==> src/rtl/wrms_pkg.sv <==
// Shared types and constants of the windowed RMS meter.
// No dependencies.
package wrms_pkg;

    localparam int ACC_W     = 35;
    localparam int WIN_W     = 11;
    localparam int CH_W      = 3;
    localparam int SCALE_W   = 32;
    localparam int ROOT_W    = 18;
    localparam int RMS_W     = 32;
    localparam int CFG_IDX_W = 3;
    localparam int CFG_DAT_W = 32;
    localparam int DIV_STEPS  = ACC_W;
    localparam int SQRT_STEPS = ROOT_W;
    localparam int STEP_W     = 6;

    localparam logic [CFG_IDX_W-1:0] CFG_WINDOW_LEN    = 3'd0;
    localparam logic [CFG_IDX_W-1:0] CFG_VOLTAGE_LAST  = 3'd1;
    localparam logic [CFG_IDX_W-1:0] CFG_CURRENT_FIRST = 3'd2;
    localparam logic [CFG_IDX_W-1:0] CFG_CURRENT_LAST  = 3'd3;
    localparam logic [CFG_IDX_W-1:0] CFG_VOLTAGE_SCALE = 3'd4;
    localparam logic [CFG_IDX_W-1:0] CFG_CURRENT_SCALE = 3'd5;

    localparam logic [WIN_W-1:0]   RST_WINDOW_LEN    = 11'd300;
    localparam logic [CH_W-1:0]    RST_VOLTAGE_LAST  = 3'd2;
    localparam logic [CH_W-1:0]    RST_CURRENT_FIRST = 3'd3;
    localparam logic [CH_W-1:0]    RST_CURRENT_LAST  = 3'd5;
    localparam logic [SCALE_W-1:0] RST_VOLTAGE_SCALE = 32'd179040484;
    localparam logic [SCALE_W-1:0] RST_CURRENT_SCALE = 32'd1048832;

    localparam logic REQ_SAMPLE  = 1'b0;
    localparam logic REQ_RESTART = 1'b1;

    typedef struct packed {
        logic               start;
        logic [ACC_W-1:0]   sum;
        logic [WIN_W-1:0]   win;
        logic [SCALE_W-1:0] scale;
    } wrms_root_req_t;

    typedef struct packed {
        logic             done;
        logic [RMS_W-1:0] value;
    } wrms_root_rsp_t;

endpackage

==> src/rtl/wrms_if.sv <==
// Channel interfaces of the windowed RMS meter: sample input and result output.
// Depends on wrms_pkg.
interface wrms_in_if #(
    parameter int SAMPLE_BITS = 12
);
    logic                        valid;
    logic                        ready;
    logic                        req_type;
    logic [wrms_pkg::CH_W-1:0]   channel;
    logic [SAMPLE_BITS-1:0]      sample;
    logic                        frame_end;

    modport source (output valid, req_type, channel, sample, frame_end, input ready);
    modport sink (input valid, req_type, channel, sample, frame_end, output ready);
endinterface

interface wrms_out_if;
    logic                        valid;
    logic                        ready;
    logic [wrms_pkg::CH_W-1:0]   out_channel;
    logic [wrms_pkg::RMS_W-1:0]  rms_value;
    logic                        last;

    modport source (output valid, out_channel, rms_value, last, input ready);
    modport sink (input valid, out_channel, rms_value, last, output ready);
endinterface

==> src/rtl/windowed_rms_meter_unit.sv <==
// Top level of the windowed RMS meter: accumulators, sequencer, config, output.
// Depends on wrms_pkg, wrms_if.sv and wrms_root_unit.
//
//  channel    | dir | transaction
//  -----------+-----+------------------------------------------------
//  sample_ch  | in  | req_type, channel, sample, frame_end
//  result_ch  | out | out_channel, rms_value, last
//  cfg_*      | in  | register write, index and data
//
// A sample passes the squarer and accumulate states, and a window check with frame_end set.
// A report runs each included channel, in channel order, through the shared
// divide/sqrt/multiply unit, scanning past the channels it leaves out.
// Reset clears accumulators, frame count and loads register defaults.
// A stalled result holds the report sequence.
module windowed_rms_meter_unit #(
    parameter int NUM_CHANNELS = 8,
    parameter int SAMPLE_BITS  = 12,
    parameter int WINDOW_MAX   = 1024
) (
    input  logic                             clk,
    input  logic                             rst_n,
    wrms_in_if.sink                          sample_ch,
    wrms_out_if.source                       result_ch,
    input  logic                             cfg_we,
    input  logic [wrms_pkg::CFG_IDX_W-1:0]   cfg_index,
    input  logic [wrms_pkg::CFG_DAT_W-1:0]   cfg_data
);

    localparam int ACC_W = wrms_pkg::ACC_W;
    localparam int CH_W  = wrms_pkg::CH_W;
    localparam int WIN_W = wrms_pkg::WIN_W;
    localparam int IDX_W = (NUM_CHANNELS > 1) ? $clog2(NUM_CHANNELS) : 1;
    localparam int SQ_W  = 2 * SAMPLE_BITS;
    localparam logic [CH_W:0] NUM_CH_L = (CH_W + 1)'(NUM_CHANNELS);
    localparam logic [CH_W-1:0] LAST_CH = CH_W'(NUM_CHANNELS - 1);
    localparam logic [SAMPLE_BITS:0] FULL = (SAMPLE_BITS + 1)'((1 << SAMPLE_BITS) - 1);

    typedef enum logic [6:0] {
        S_IDLE   = 7'b0000001,
        S_SQUARE = 7'b0000010,
        S_ACC    = 7'b0000100,
        S_CHECK  = 7'b0001000,
        S_SCAN   = 7'b0010000,
        S_ROOT   = 7'b0100000,
        S_EMIT   = 7'b1000000
    } seq_state_t;

    seq_state_t                 state_reg, state_next;
    logic [ACC_W-1:0]           sums_reg [NUM_CHANNELS];
    logic [WIN_W-1:0]           count_reg;
    logic [CH_W-1:0]            ch_reg;
    logic                       fend_reg;
    logic [SAMPLE_BITS-1:0]     d_reg;
    logic [SQ_W-1:0]            sq_reg;
    logic [CH_W-1:0]            scan_reg;
    logic [wrms_pkg::RMS_W-1:0] value_reg;

    logic [WIN_W-1:0]           window_len_reg;
    logic [CH_W-1:0]            voltage_last_reg;
    logic [CH_W-1:0]            current_first_reg;
    logic [CH_W-1:0]            current_last_reg;
    logic [wrms_pkg::SCALE_W-1:0] voltage_scale_reg;
    logic [wrms_pkg::SCALE_W-1:0] current_scale_reg;

    logic                       out_valid_reg;
    logic [CH_W-1:0]            out_channel_reg;
    logic [wrms_pkg::RMS_W-1:0] out_value_reg;
    logic                       out_last_reg;

    wrms_pkg::wrms_root_req_t   root_req;
    wrms_pkg::wrms_root_rsp_t   root_rsp;

    logic                       in_fire;
    logic [SAMPLE_BITS:0]       two_s;
    logic [SAMPLE_BITS:0]       d_wide;
    logic [WIN_W-1:0]           win;
    logic [NUM_CHANNELS-1:0]    incl;
    logic                       scan_is_volt;
    logic                       scan_is_last;
    logic [ACC_W:0]             acc_sum;
    logic                       emit_ok;
    logic                       clear_all;

    assign in_fire         = sample_ch.valid && sample_ch.ready;
    assign sample_ch.ready = (state_reg == S_IDLE);
    assign emit_ok         = !out_valid_reg || result_ch.ready;

    // centre the reading: |2*s - full|
    always_comb
    begin
        two_s = {sample_ch.sample, 1'b0};
        if (two_s >= FULL)
        begin
            d_wide = two_s - FULL;
        end
        else
        begin
            d_wide = FULL - two_s;
        end
    end

    always_comb
    begin
        if (window_len_reg == '0)
        begin
            win = WIN_W'(1);
        end
        else if ({2'b00, window_len_reg} > (WIN_W + 2)'(WINDOW_MAX))
        begin
            win = WIN_W'(WINDOW_MAX);
        end
        else
        begin
            win = window_len_reg;
        end
    end

    // which channels a report holds, and whether scan_reg is the final one
    always_comb
    begin
        for (int c = 0; c < NUM_CHANNELS; c++)
        begin
            incl[c] = (CH_W'(c) <= voltage_last_reg) ||
                      ((CH_W'(c) >= current_first_reg) && (CH_W'(c) <= current_last_reg));
        end
        scan_is_volt = (scan_reg <= voltage_last_reg);
        scan_is_last = 1'b1;
        for (int c = 0; c < NUM_CHANNELS; c++)
        begin
            if ((CH_W'(c) > scan_reg) && incl[c])
            begin
                scan_is_last = 1'b0;
            end
        end
    end

    assign acc_sum = {1'b0, sums_reg[ch_reg[IDX_W-1:0]]} + (ACC_W + 1)'(sq_reg);

    always_comb
    begin
        state_next     = state_reg;
        clear_all      = 1'b0;
        root_req.start = 1'b0;
        root_req.sum   = sums_reg[scan_reg[IDX_W-1:0]];
        root_req.win   = win;
        root_req.scale = scan_is_volt ? voltage_scale_reg : current_scale_reg;
        unique case (state_reg)
            S_IDLE:
            begin
                if (in_fire)
                begin
                    if (sample_ch.req_type == wrms_pkg::REQ_RESTART)
                    begin
                        clear_all = 1'b1;
                    end
                    else
                    begin
                        state_next = S_SQUARE;
                    end
                end
            end
            S_SQUARE:
            begin
                state_next = S_ACC;
            end
            S_ACC:
            begin
                state_next = fend_reg ? S_CHECK : S_IDLE;
            end
            S_CHECK:
            begin
                state_next = (count_reg >= win) ? S_SCAN : S_IDLE;
            end
            S_SCAN:
            begin
                if (incl[scan_reg[IDX_W-1:0]])
                begin
                    root_req.start = 1'b1;
                    state_next     = S_ROOT;
                end
                else if (scan_reg == LAST_CH)
                begin
                    clear_all  = 1'b1;
                    state_next = S_IDLE;
                end
            end
            S_ROOT:
            begin
                if (root_rsp.done)
                begin
                    state_next = S_EMIT;
                end
            end
            S_EMIT:
            begin
                if (emit_ok)
                begin
                    if (scan_is_last || scan_reg == LAST_CH)
                    begin
                        clear_all  = 1'b1;
                        state_next = S_IDLE;
                    end
                    else
                    begin
                        state_next = S_SCAN;
                    end
                end
            end
            default:
            begin
                state_next = S_IDLE;
            end
        endcase
    end

    always_ff @(posedge clk or negedge rst_n)
    begin
        if (!rst_n)
        begin
            state_reg <= S_IDLE;
            count_reg <= '0;
            for (int c = 0; c < NUM_CHANNELS; c++)
            begin
                sums_reg[c] <= '0;
            end
        end
        else
        begin
            state_reg <= state_next;
            if (clear_all)
            begin
                count_reg <= '0;
                for (int c = 0; c < NUM_CHANNELS; c++)
                begin
                    sums_reg[c] <= '0;
                end
            end
            else if (state_reg == S_ACC)
            begin
                if ({1'b0, ch_reg} < NUM_CH_L)
                begin
                    // saturate the accumulator
                    sums_reg[ch_reg[IDX_W-1:0]] <= acc_sum[ACC_W] ? '1 : acc_sum[ACC_W-1:0];
                end
                if (fend_reg)
                begin
                    count_reg <= count_reg + 1'b1;
                end
            end
        end
    end

    always_ff @(posedge clk or negedge rst_n)
    begin
        if (!rst_n)
        begin
            scan_reg <= '0;
        end
        else if (state_reg == S_CHECK)
        begin
            scan_reg <= '0;
        end
        else if ((state_reg == S_SCAN && !incl[scan_reg[IDX_W-1:0]] && scan_reg != LAST_CH) ||
                 (state_reg == S_EMIT && emit_ok))
        begin
            scan_reg <= scan_reg + 1'b1;
        end
    end

    always_ff @(posedge clk)
    begin
        if (in_fire)
        begin
            ch_reg   <= sample_ch.channel;
            fend_reg <= sample_ch.frame_end;
            d_reg    <= d_wide[SAMPLE_BITS-1:0];
        end
        sq_reg <= d_reg * d_reg;
        if (state_reg == S_ROOT && root_rsp.done)
        begin
            value_reg <= root_rsp.value;
        end
    end

    always_ff @(posedge clk or negedge rst_n)
    begin
        if (!rst_n)
        begin
            window_len_reg    <= wrms_pkg::RST_WINDOW_LEN;
            voltage_last_reg  <= wrms_pkg::RST_VOLTAGE_LAST;
            current_first_reg <= wrms_pkg::RST_CURRENT_FIRST;
            current_last_reg  <= wrms_pkg::RST_CURRENT_LAST;
            voltage_scale_reg <= wrms_pkg::RST_VOLTAGE_SCALE;
            current_scale_reg <= wrms_pkg::RST_CURRENT_SCALE;
        end
        else if (cfg_we)
        begin
            unique case (cfg_index)
                wrms_pkg::CFG_WINDOW_LEN:    window_len_reg    <= cfg_data[WIN_W-1:0];
                wrms_pkg::CFG_VOLTAGE_LAST:  voltage_last_reg  <= cfg_data[CH_W-1:0];
                wrms_pkg::CFG_CURRENT_FIRST: current_first_reg <= cfg_data[CH_W-1:0];
                wrms_pkg::CFG_CURRENT_LAST:  current_last_reg  <= cfg_data[CH_W-1:0];
                wrms_pkg::CFG_VOLTAGE_SCALE: voltage_scale_reg <= cfg_data;
                wrms_pkg::CFG_CURRENT_SCALE: current_scale_reg <= cfg_data;
                default:
                begin
                end
            endcase
        end
    end

    always_ff @(posedge clk or negedge rst_n)
    begin
        if (!rst_n)
        begin
            out_valid_reg <= 1'b0;
        end
        else if (state_reg == S_EMIT && emit_ok)
        begin
            out_valid_reg <= 1'b1;
        end
        else if (result_ch.ready)
        begin
            out_valid_reg <= 1'b0;
        end
    end

    always_ff @(posedge clk)
    begin
        if (state_reg == S_EMIT && emit_ok)
        begin
            out_channel_reg <= scan_reg;
            out_value_reg   <= value_reg;
            out_last_reg    <= scan_is_last;
        end
    end

    assign result_ch.valid       = out_valid_reg;
    assign result_ch.out_channel = out_channel_reg;
    assign result_ch.rms_value   = out_value_reg;
    assign result_ch.last        = out_last_reg;

    wrms_root_unit u_root (
        .clk   (clk),
        .rst_n (rst_n),
        .req   (root_req),
        .rsp   (root_rsp)
    );

endmodule

==> src/rtl/wrms_root_unit.sv <==
// Iterative sum/window divide, bit-serial square root and scale multiply.
// Depends on wrms_pkg.
module wrms_root_unit (
    input  logic                     clk,
    input  logic                     rst_n,
    input  wrms_pkg::wrms_root_req_t req,
    output wrms_pkg::wrms_root_rsp_t rsp
);

    typedef enum logic [4:0] {
        R_IDLE = 5'b00001,
        R_DIV  = 5'b00010,
        R_SQRT = 5'b00100,
        R_MUL  = 5'b01000,
        R_SAT  = 5'b10000
    } root_state_t;

    localparam int ACC_W = wrms_pkg::ACC_W;
    localparam int WIN_W = wrms_pkg::WIN_W;

    root_state_t                      state_reg, state_next;
    logic [wrms_pkg::STEP_W-1:0]      step_reg, step_next;
    logic [ACC_W-1:0]                 val_reg, val_next;
    logic [WIN_W-1:0]                 rem_reg, rem_next;
    logic [WIN_W-1:0]                 div_reg, div_next;
    logic [ACC_W:0]                   res_reg, res_next;
    logic [ACC_W-1:0]                 bit_reg, bit_next;
    logic [wrms_pkg::SCALE_W-1:0]     scale_reg, scale_next;
    logic [wrms_pkg::ROOT_W+wrms_pkg::SCALE_W-1:0] prod_reg, prod_next;
    logic [wrms_pkg::RMS_W-1:0]       out_reg, out_next;
    logic                             done_reg, done_next;

    logic [WIN_W:0]   shifted;
    logic [ACC_W:0]   trial;
    logic [wrms_pkg::ROOT_W+wrms_pkg::SCALE_W-17:0] q;

    always_comb
    begin
        shifted    = {rem_reg, val_reg[ACC_W-1]};
        trial      = res_reg + {1'b0, bit_reg};
        q          = prod_reg[wrms_pkg::ROOT_W+wrms_pkg::SCALE_W-1:16];
        state_next = state_reg;
        step_next  = step_reg;
        val_next   = val_reg;
        rem_next   = rem_reg;
        div_next   = div_reg;
        res_next   = res_reg;
        bit_next   = bit_reg;
        scale_next = scale_reg;
        prod_next  = prod_reg;
        out_next   = out_reg;
        done_next  = 1'b0;
        unique case (state_reg)
            R_IDLE:
            begin
                if (req.start)
                begin
                    val_next   = req.sum;
                    div_next   = req.win;
                    scale_next = req.scale;
                    rem_next   = '0;
                    step_next  = '0;
                    state_next = R_DIV;
                end
            end
            R_DIV:
            begin
                // restoring divide, one quotient bit per cycle
                if (shifted >= {1'b0, div_reg})
                begin
                    rem_next = WIN_W'(shifted - {1'b0, div_reg});
                    val_next = {val_reg[ACC_W-2:0], 1'b1};
                end
                else
                begin
                    rem_next = shifted[WIN_W-1:0];
                    val_next = {val_reg[ACC_W-2:0], 1'b0};
                end
                step_next = step_reg + 1'b1;
                if (step_reg == wrms_pkg::STEP_W'(wrms_pkg::DIV_STEPS - 1))
                begin
                    step_next  = '0;
                    res_next   = '0;
                    bit_next   = ACC_W'(1) << (2 * (wrms_pkg::SQRT_STEPS - 1));
                    state_next = R_SQRT;
                end
            end
            R_SQRT:
            begin
                if ({1'b0, val_reg} >= trial)
                begin
                    val_next = val_reg - trial[ACC_W-1:0];
                    res_next = (res_reg >> 1) + {1'b0, bit_reg};
                end
                else
                begin
                    res_next = res_reg >> 1;
                end
                bit_next  = bit_reg >> 2;
                step_next = step_reg + 1'b1;
                if (step_reg == wrms_pkg::STEP_W'(wrms_pkg::SQRT_STEPS - 1))
                begin
                    state_next = R_MUL;
                end
            end
            R_MUL:
            begin
                prod_next  = res_reg[wrms_pkg::ROOT_W-1:0] * scale_reg;
                state_next = R_SAT;
            end
            R_SAT:
            begin
                // saturate at all ones
                if (q[$bits(q)-1:wrms_pkg::RMS_W] != '0)
                begin
                    out_next = '1;
                end
                else
                begin
                    out_next = q[wrms_pkg::RMS_W-1:0];
                end
                done_next  = 1'b1;
                state_next = R_IDLE;
            end
            default:
            begin
                state_next = R_IDLE;
            end
        endcase
    end

    always_ff @(posedge clk or negedge rst_n)
    begin
        if (!rst_n)
        begin
            state_reg <= R_IDLE;
            step_reg  <= '0;
            done_reg  <= 1'b0;
        end
        else
        begin
            state_reg <= state_next;
            step_reg  <= step_next;
            done_reg  <= done_next;
        end
    end

    always_ff @(posedge clk)
    begin
        val_reg   <= val_next;
        rem_reg   <= rem_next;
        div_reg   <= div_next;
        res_reg   <= res_next;
        bit_reg   <= bit_next;
        scale_reg <= scale_next;
        prod_reg  <= prod_next;
        out_reg   <= out_next;
    end

    assign rsp.done  = done_reg;
    assign rsp.value = out_reg;

endmodule

==> src/flat_wrapper.sv <==
// flat-port wrapper written by rule: the top's interface ports become plain ports
module windowed_rms_meter_unit_flat 
#(
    parameter int NUM_CHANNELS = 8,
    parameter int SAMPLE_BITS  = 12,
    parameter int WINDOW_MAX   = 1024
)
  (clk, rst_n, cfg_we, cfg_index, cfg_data, sample_ch_valid, sample_ch_req_type, sample_ch_channel, sample_ch_sample, sample_ch_frame_end, sample_ch_ready, result_ch_valid, result_ch_out_channel, result_ch_rms_value, result_ch_last, result_ch_ready);
  wrms_in_if #(.SAMPLE_BITS(SAMPLE_BITS)) sample_ch_i ();
  wrms_out_if result_ch_i ();
  input  logic clk;
  input  logic rst_n;
  input  logic cfg_we;
  input  logic [wrms_pkg::CFG_IDX_W-1:0] cfg_index;
  input  logic [wrms_pkg::CFG_DAT_W-1:0] cfg_data;
  input wire logic [$bits(sample_ch_i.valid)-1:0] sample_ch_valid;
  input wire logic [$bits(sample_ch_i.req_type)-1:0] sample_ch_req_type;
  input wire logic [$bits(sample_ch_i.channel)-1:0] sample_ch_channel;
  input wire logic [$bits(sample_ch_i.sample)-1:0] sample_ch_sample;
  input wire logic [$bits(sample_ch_i.frame_end)-1:0] sample_ch_frame_end;
  output wire logic [$bits(sample_ch_i.ready)-1:0] sample_ch_ready;
  output wire logic [$bits(result_ch_i.valid)-1:0] result_ch_valid;
  output wire logic [$bits(result_ch_i.out_channel)-1:0] result_ch_out_channel;
  output wire logic [$bits(result_ch_i.rms_value)-1:0] result_ch_rms_value;
  output wire logic [$bits(result_ch_i.last)-1:0] result_ch_last;
  input wire logic [$bits(result_ch_i.ready)-1:0] result_ch_ready;
  assign sample_ch_i.valid = sample_ch_valid;
  assign sample_ch_i.req_type = sample_ch_req_type;
  assign sample_ch_i.channel = sample_ch_channel;
  assign sample_ch_i.sample = sample_ch_sample;
  assign sample_ch_i.frame_end = sample_ch_frame_end;
  assign sample_ch_ready = sample_ch_i.ready;
  assign result_ch_valid = result_ch_i.valid;
  assign result_ch_out_channel = result_ch_i.out_channel;
  assign result_ch_rms_value = result_ch_i.rms_value;
  assign result_ch_last = result_ch_i.last;
  assign result_ch_i.ready = result_ch_ready;
  windowed_rms_meter_unit #(.NUM_CHANNELS(NUM_CHANNELS), .SAMPLE_BITS(SAMPLE_BITS), .WINDOW_MAX(WINDOW_MAX)) u_core (.clk(clk), .rst_n(rst_n), .sample_ch(sample_ch_i), .result_ch(result_ch_i), .cfg_we(cfg_we), .cfg_index(cfg_index), .cfg_data(cfg_data));
endmodule
==> config.mk <==
export PLATFORM = sky130hd
export DESIGN_NAME = windowed_rms_meter_unit_flat
export DESIGN_NICKNAME = d
export VERILOG_FILES = /design/src/rtl/wrms_pkg.sv /design/src/rtl/wrms_if.sv /design/src/rtl/windowed_rms_meter_unit.sv /design/src/rtl/wrms_root_unit.sv /design/src/flat_wrapper.sv
export SDC_FILE = /design/constraint.sdc
export NUM_CORES = 2
export LEC_CHECK = 0
export ABC_AREA = 1
export BUFFER_PORTS_ARGS = -buffer_cell sky130_fd_sc_hd__clkbuf_2
export CAP_MARGIN = 20
export CORE_AREA = 2 2 342 412
export DETAILED_ROUTE_END_ITERATION = 12
export DIE_AREA = 0 0 344 414
export PLACE_DENSITY_LB_ADDON = 0.3
export SYNTH_ARGS = -nofsm -noshare
export SYNTH_HDL_FRONTEND = slang
export SYNTH_SLANG_ARGS = --single-unit
export TNS_END_PERCENT = 10
==> constraint.sdc <==
create_clock -name clk -period 11 [get_ports clk]
set_input_delay 1.65 -clock clk [delete_from_list [all_inputs] [get_ports clk]]
set_output_delay 1.65 -clock clk [all_outputs]
set_load 0.005 [all_outputs]
# [Word level (Yosys, flattened, before mapping)]
# Index checks and enable logic that the tools add are counted.
[op_classes] n_eq_ne=30 n_lt_le_gt_ge=42 mul=2 div=0 n_reduce_logical=59 addsub=10 shift=0 n_mux=72 n_bitwise=2
[op_table] cell="$mux W280" n=2
[op_table] cell="$mux W35" n=9
[op_table] cell="$bwmux W280" n=1
[op_table] cell="$bmux W35 S3" n=2
[op_table] cell="$demux W35 S3" n=1
[op_table] cell="$pmux W35 S3" n=1
[op_table] cell="$mux W11" n=7
[op_table] cell="$mux W36" n=2
[op_table] cell="$pmux W36 S2" n=1
[op_table] cell="$pmux W35 S2" n=1
[op_table] cell="$mul A18 B32 Y50" n=1
[op_table] cell="$pmux W7 S7" n=1
[op_table] cell="$mux W7" n=6
[op_table] cell="$add A35 B24 Y36" n=1
[op_table] cell="$add A35 B35 Y36" n=1
[op_table] cell="$add A36 B35 Y36" n=1
[op_table] cell="$ge A35 B36 Y1" n=1
[op_table] cell="$sub A35 B35 Y35" n=1
[op_table] cell="$mux W32" n=1
[op_table] cell="$mux W5" n=5
[op_table] cell="$le A3 B3 Y1 const A" n=8
[op_table] cell="$mul A12 B12 Y24" n=1
[op_table] cell="$logic_and A1 B1 Y1" n=22
[op_table] cell="$pmux W11 S2" n=1
[op_table] cell="other kinds (62)" n=139
[word_totals] ff_bits=748 latchBits=0 input_bits=57 mem_bits_ro=0 output_inout_bits=38 elab_cells=254 n_memories=0 ramBits=0

# [Depth between registers and ports, before layout]
[depth] word_depth=18 ltp_mapped=31

# [Hierarchy]
# Synthesis repeated with hierarchy kept, for this count alone.
[hier_totals] cells_unflattened=7715 area_unflattened_um2=62308.5
[modules_own_cells] module="wrms_root_unit" seq_area_each_um2=6577.6 cells_per_inst=4145 area_each_um2=32916.6 n_inst=1
[modules_own_cells] module="windowed_rms_meter_unit" seq_area_each_um2=12625.9 cells_per_inst=3570 area_each_um2=29391.9 n_inst=1

# [Worst setup path before layout]
# No wires, ideal clock.
[synth_timing] kind="reg2reg" start="register u_core.u_root.res_reg[4]" end="register u_core.u_root.prod_reg[46] (netlist name), data pin" period_less_slack_ps=5825 path_slack_ps=5175 path_stages_with_launch=25 t_arrival_ps=5565 required_time_ps=10740 path_buffers=2 path_cell_list="edfxtp_1 -> clkbuf_1 -> buf_1 -> nand2_1 -> fa_1 -> inv_1 -> fa_1 -> inv_1 -> fa_1 -> inv_1 -> fa_1 -> fa_1 -> inv_1 -> fa_1 -> inv_1 -> ha_1 -> nand2_1 -> nor2_1 -> inv_1 -> nor4_1 -> nand4_1 -> nand3_1 -> nand2_1 -> nand3_1 -> xor2_1"
[synth_via] elab_chain_cells=1
[synth_lines] element="from (decl)" line="wrms_root_unit.sv:26" text="logic [ACC_W:0] res_reg, res_next;"
[synth_lines] element="from (signal assigned)" line="wrms_root_unit.sv:153" text="res_reg <= res_next;"
[synth_lines] element="$mul A18 B32 Y50" line="wrms_root_unit.sv:108" text="prod_next = res_reg[wrms_pkg::ROOT_W-1:0] * scale_reg;"
[synth_lines] element="to (signal assigned)" line="wrms_root_unit.sv:156" text="prod_reg <= prod_next;"
[synth_lines] element="to (decl)" line="wrms_root_unit.sv:29" text="logic [wrms_pkg::ROOT_W+wrms_pkg::SCALE_W-1:0] prod_reg, prod_next;"
# Every way passes these cells.
# A chain may end at the register's enable or synchronous reset.

# [Worst setup path in the final report]
[layout_timing] start="register u_core.u_root.scale_reg[13] (netlist name)" end="register u_core.u_root.prod_reg[37] (netlist name), data pin"
[layout_via] elab_chain_cells=1
[layout_lines] element="from (decl)" line="wrms_root_unit.sv:28" text="logic [wrms_pkg::SCALE_W-1:0] scale_reg, scale_next;"
[layout_lines] element="from (signal assigned)" line="wrms_root_unit.sv:155" text="scale_reg <= scale_next;"
[layout_lines] element="$mul A18 B32 Y50" line="wrms_root_unit.sv:108"
# Every way passes these cells.

==> metrics.cfg <==
[detailed_routing]
drt-vias-per-instance=5.45
drt_wl_total_um=193000
final_antenna_net_count=0
drt-pass1-iter-count=7
drc=0
routed-via-count=51879
wl_per_cell_um=20.3
initialDrtViolationCount=4211

[clock_tree]
post_cts_resized=0
htree_levels=3
holdBufCountCts=0
cts_sinks=712
clockBufferDepth=3
worstSkewPairLatency_ns=0.74
post-cts-setup-buffers=0
cts_made_buffers=78
tritoncts=yes
clk_pin_slew_ns=0.06
ctsRootBufferMaster=clkbuf_16

[synthesis]
synth.top_cell.area_share=0.180
syn_area_mm2=0.0620
seq_area_frac_synth=0.310
syn_area_per_cell_um2=8.03
ys.flop_type=dfrtp_1
synth.net_count=8640
async_flop_share=0.559
synth_most_common_cell=nand2_1
synth_area_leaders=fa_1 18%, dfrtp_1 15%, edfxtp_1 14%, nand2_1 12%, inv_1 9.6%
ys_ff_latch=712
synth_common_cells=1901 x nand2_1, 1577 x inv_1, 558 x fa_1
synthCells=7718
synth_area_leader_cell=fa_1
synth-edff-count=292
ys_types=69
yosys_warnings=0

[final_layout]
finalNetCount=8554
fin_util=0.483
area_growth_pct=7.86
drive_gt1_frac=0.0618
largest_reg_flops=280

[global_routing]
grt_pass1_wl_um=303000
grt_usage=0.274
grt_max_degree=150
grt_pass1_vias=53577
antenna_found_initial=2
globalRouteOverflowTotal=0

[worst_setup_path]
path_buf_inv=1
slowest_delay_ns=0.99
cp_slowest_cell=edfxtp_1
path_cells=nand2_1 > fa_1 > fa_1 > fa_1 > inv_1 > fa_1 > fa_1 > fa_1 > ha_1 > nand2_1 > nor2_1 > nand2_1 > o21ai_0 > nand2_1 > nand2_1 > nand3_1 > nand2_1 > xor2_1
path_depth=18
end_kind=flip-flop
cp-start-kind=flip-flop
cp_top_family=adder cells
cp_max_fo=18
worstPathArrival_ns=7.40
reg2reg_depth=18
cp_data_required_time_ns=11.52
crit_type=flip-flop to flip-flop

[min_path]
min_path_type=flip-flop to flip-flop
min_path_cells=0

[placed_design]
port_buffers=94
gp_congestion=0.986
dpl.hpwl_um=138000

[timing]
skew_ns=0.0369
rsz0062_at_grt=no
setup_viol=0
fmax_mhz=145
period_share=0.626
worstMarginPinSlew_ns=1.11
setup_tns_ns=0
drv_slew=0
relSlewSlack=0.257
post-route-min-period_ns=6.88
hold_viol=0

[power]
p_int_mw=7.28
clkPwrFrac=0.216
switching_share=0.446
seq_power_share=0.272
p_leak_nw=32.9
p_switching_mw=5.86
power.density_mw_per_mm2=197
ir_drop_mv=0.491
comb_power_share=0.511

[floorplanning]
rows=150
io_pins=95
initial_utilization=0.447
core_area_mm2=0.139
die_y_um=414
dieArea_mm2=0.142
die_w_um=344

[outcome]
status=complete, no violations

[run]
max-cap-violations=0

## power by group through the flow
stage | registers [mW] | clock network [mW] | logic [mW]
floorplan | 3.49 | 0 | 4.79
global placement | 3.61 | 0 | 6.53
detailed placement | 3.62 | 0 | 6.62
CTS | 3.57 | 2.89 | 6.67
global route | 3.62 | 2.99 | 7.41
finish | 3.58 | 2.85 | 6.72
## cells in the final DEF (no fill, tap or decap), types with 102 or more instances in the layout
cell type,n
a21oi_1,349
dfrtp_1,368
edfxtp_1,292
fa_1,558
ha_1,307
inv_1,1576
nand2_1,1899
nand3_1,193
nor2_1,355
o21ai_0,538
o21ai_1,143
xor2_1,102
## worst register-to-register path, delay by kind of cell, from the launching register on
kind,cells,cell delay (ns)
simple gates,8,1.29
xor+xnor,1,0.23
buf+inv,1,0.05
compound gates,1,0.69
fa+ha+maj,7,3.44
flops,1,0.99
## final timing paths
check | from | to | slack, ns
worst max-delay path | u_core.u_root.scale_reg[13] | u_core.u_root.prod_reg[37] | 4.12
worst min-delay path | u_core.value_reg[29] | u_core.result_ch.rms_value[29] | 0.42
worst max register to register | u_core.u_root.scale_reg[13] | u_core.u_root.prod_reg[37] | 4.12
worst min register to register | u_core.value_reg[29] | u_core.result_ch.rms_value[29] | 0.42
max in group asynchronous | rst_n | u_core.current_scale_reg[16] | 7.69
min in group asynchronous | rst_n | u_core.sums_reg[218] | 0.98
## layer usage
layer / wire [µm] / global-route usage / vias up / share of wire
met4: 11400 / 0.148 / 0 / 0.059
met1: 73700 / 0.325 / 25248 / 0.38
met2: 94800 / 0.473 / 2044 / 0.49
li1: - / - / 23988 / -
met5: 0 / 0 / - / 0
met3: 13000 / 0.0439 / 599 / 0.068
## layout make-up
cell class | instances | area, µm²
flip-flops and latches | 712 | 19200
diodes | 1 | 2.50
fillers | 13443 | 71700
clock inverters | 42 | 477
well taps | 1824 | 2280
clock buffers | 103 | 2250
multi-input cells | 5076 | 35500
inverters | 1593 | 5980
repair buffers | 171 | 1120
## metrics by stage
step	total power, mW	cells	setup slack, ns	cell area (µm²)	hold WS [ns]
6_report	13.1	9522	4.12	66800	0.418
3_5_place_dp	10.2	9373	4.17	64000	0.405
3_3_place_gp	10.1	9372	4.12	64000	0.402
2_1_floorplan	8.28	7718	5.18	62000	0.400
4_1_cts	13.1	9518	4.14	66800	0.419
5_1_grt	14.0	9522	3.84	66800	0.423
## cells by family (layout without fill, tap and decap cells)
family | Yosys count | count (layout) | synth area share
simple gates | 2702 | 2702 | 0.182
compound gates | 1302 | 1302 | 0.116
mux | 33 | 33 | 0.00600
fa+ha+maj | 865 | 865 | 0.242
xor+xnor | 174 | 174 | 0.0247
buf+inv | 1930 | 1909 | 0.119
other cells | 0 | 1 | 0
flops | 712 | 712 | 0.310
No activity file was read; power rests on OpenSTA's default activity.
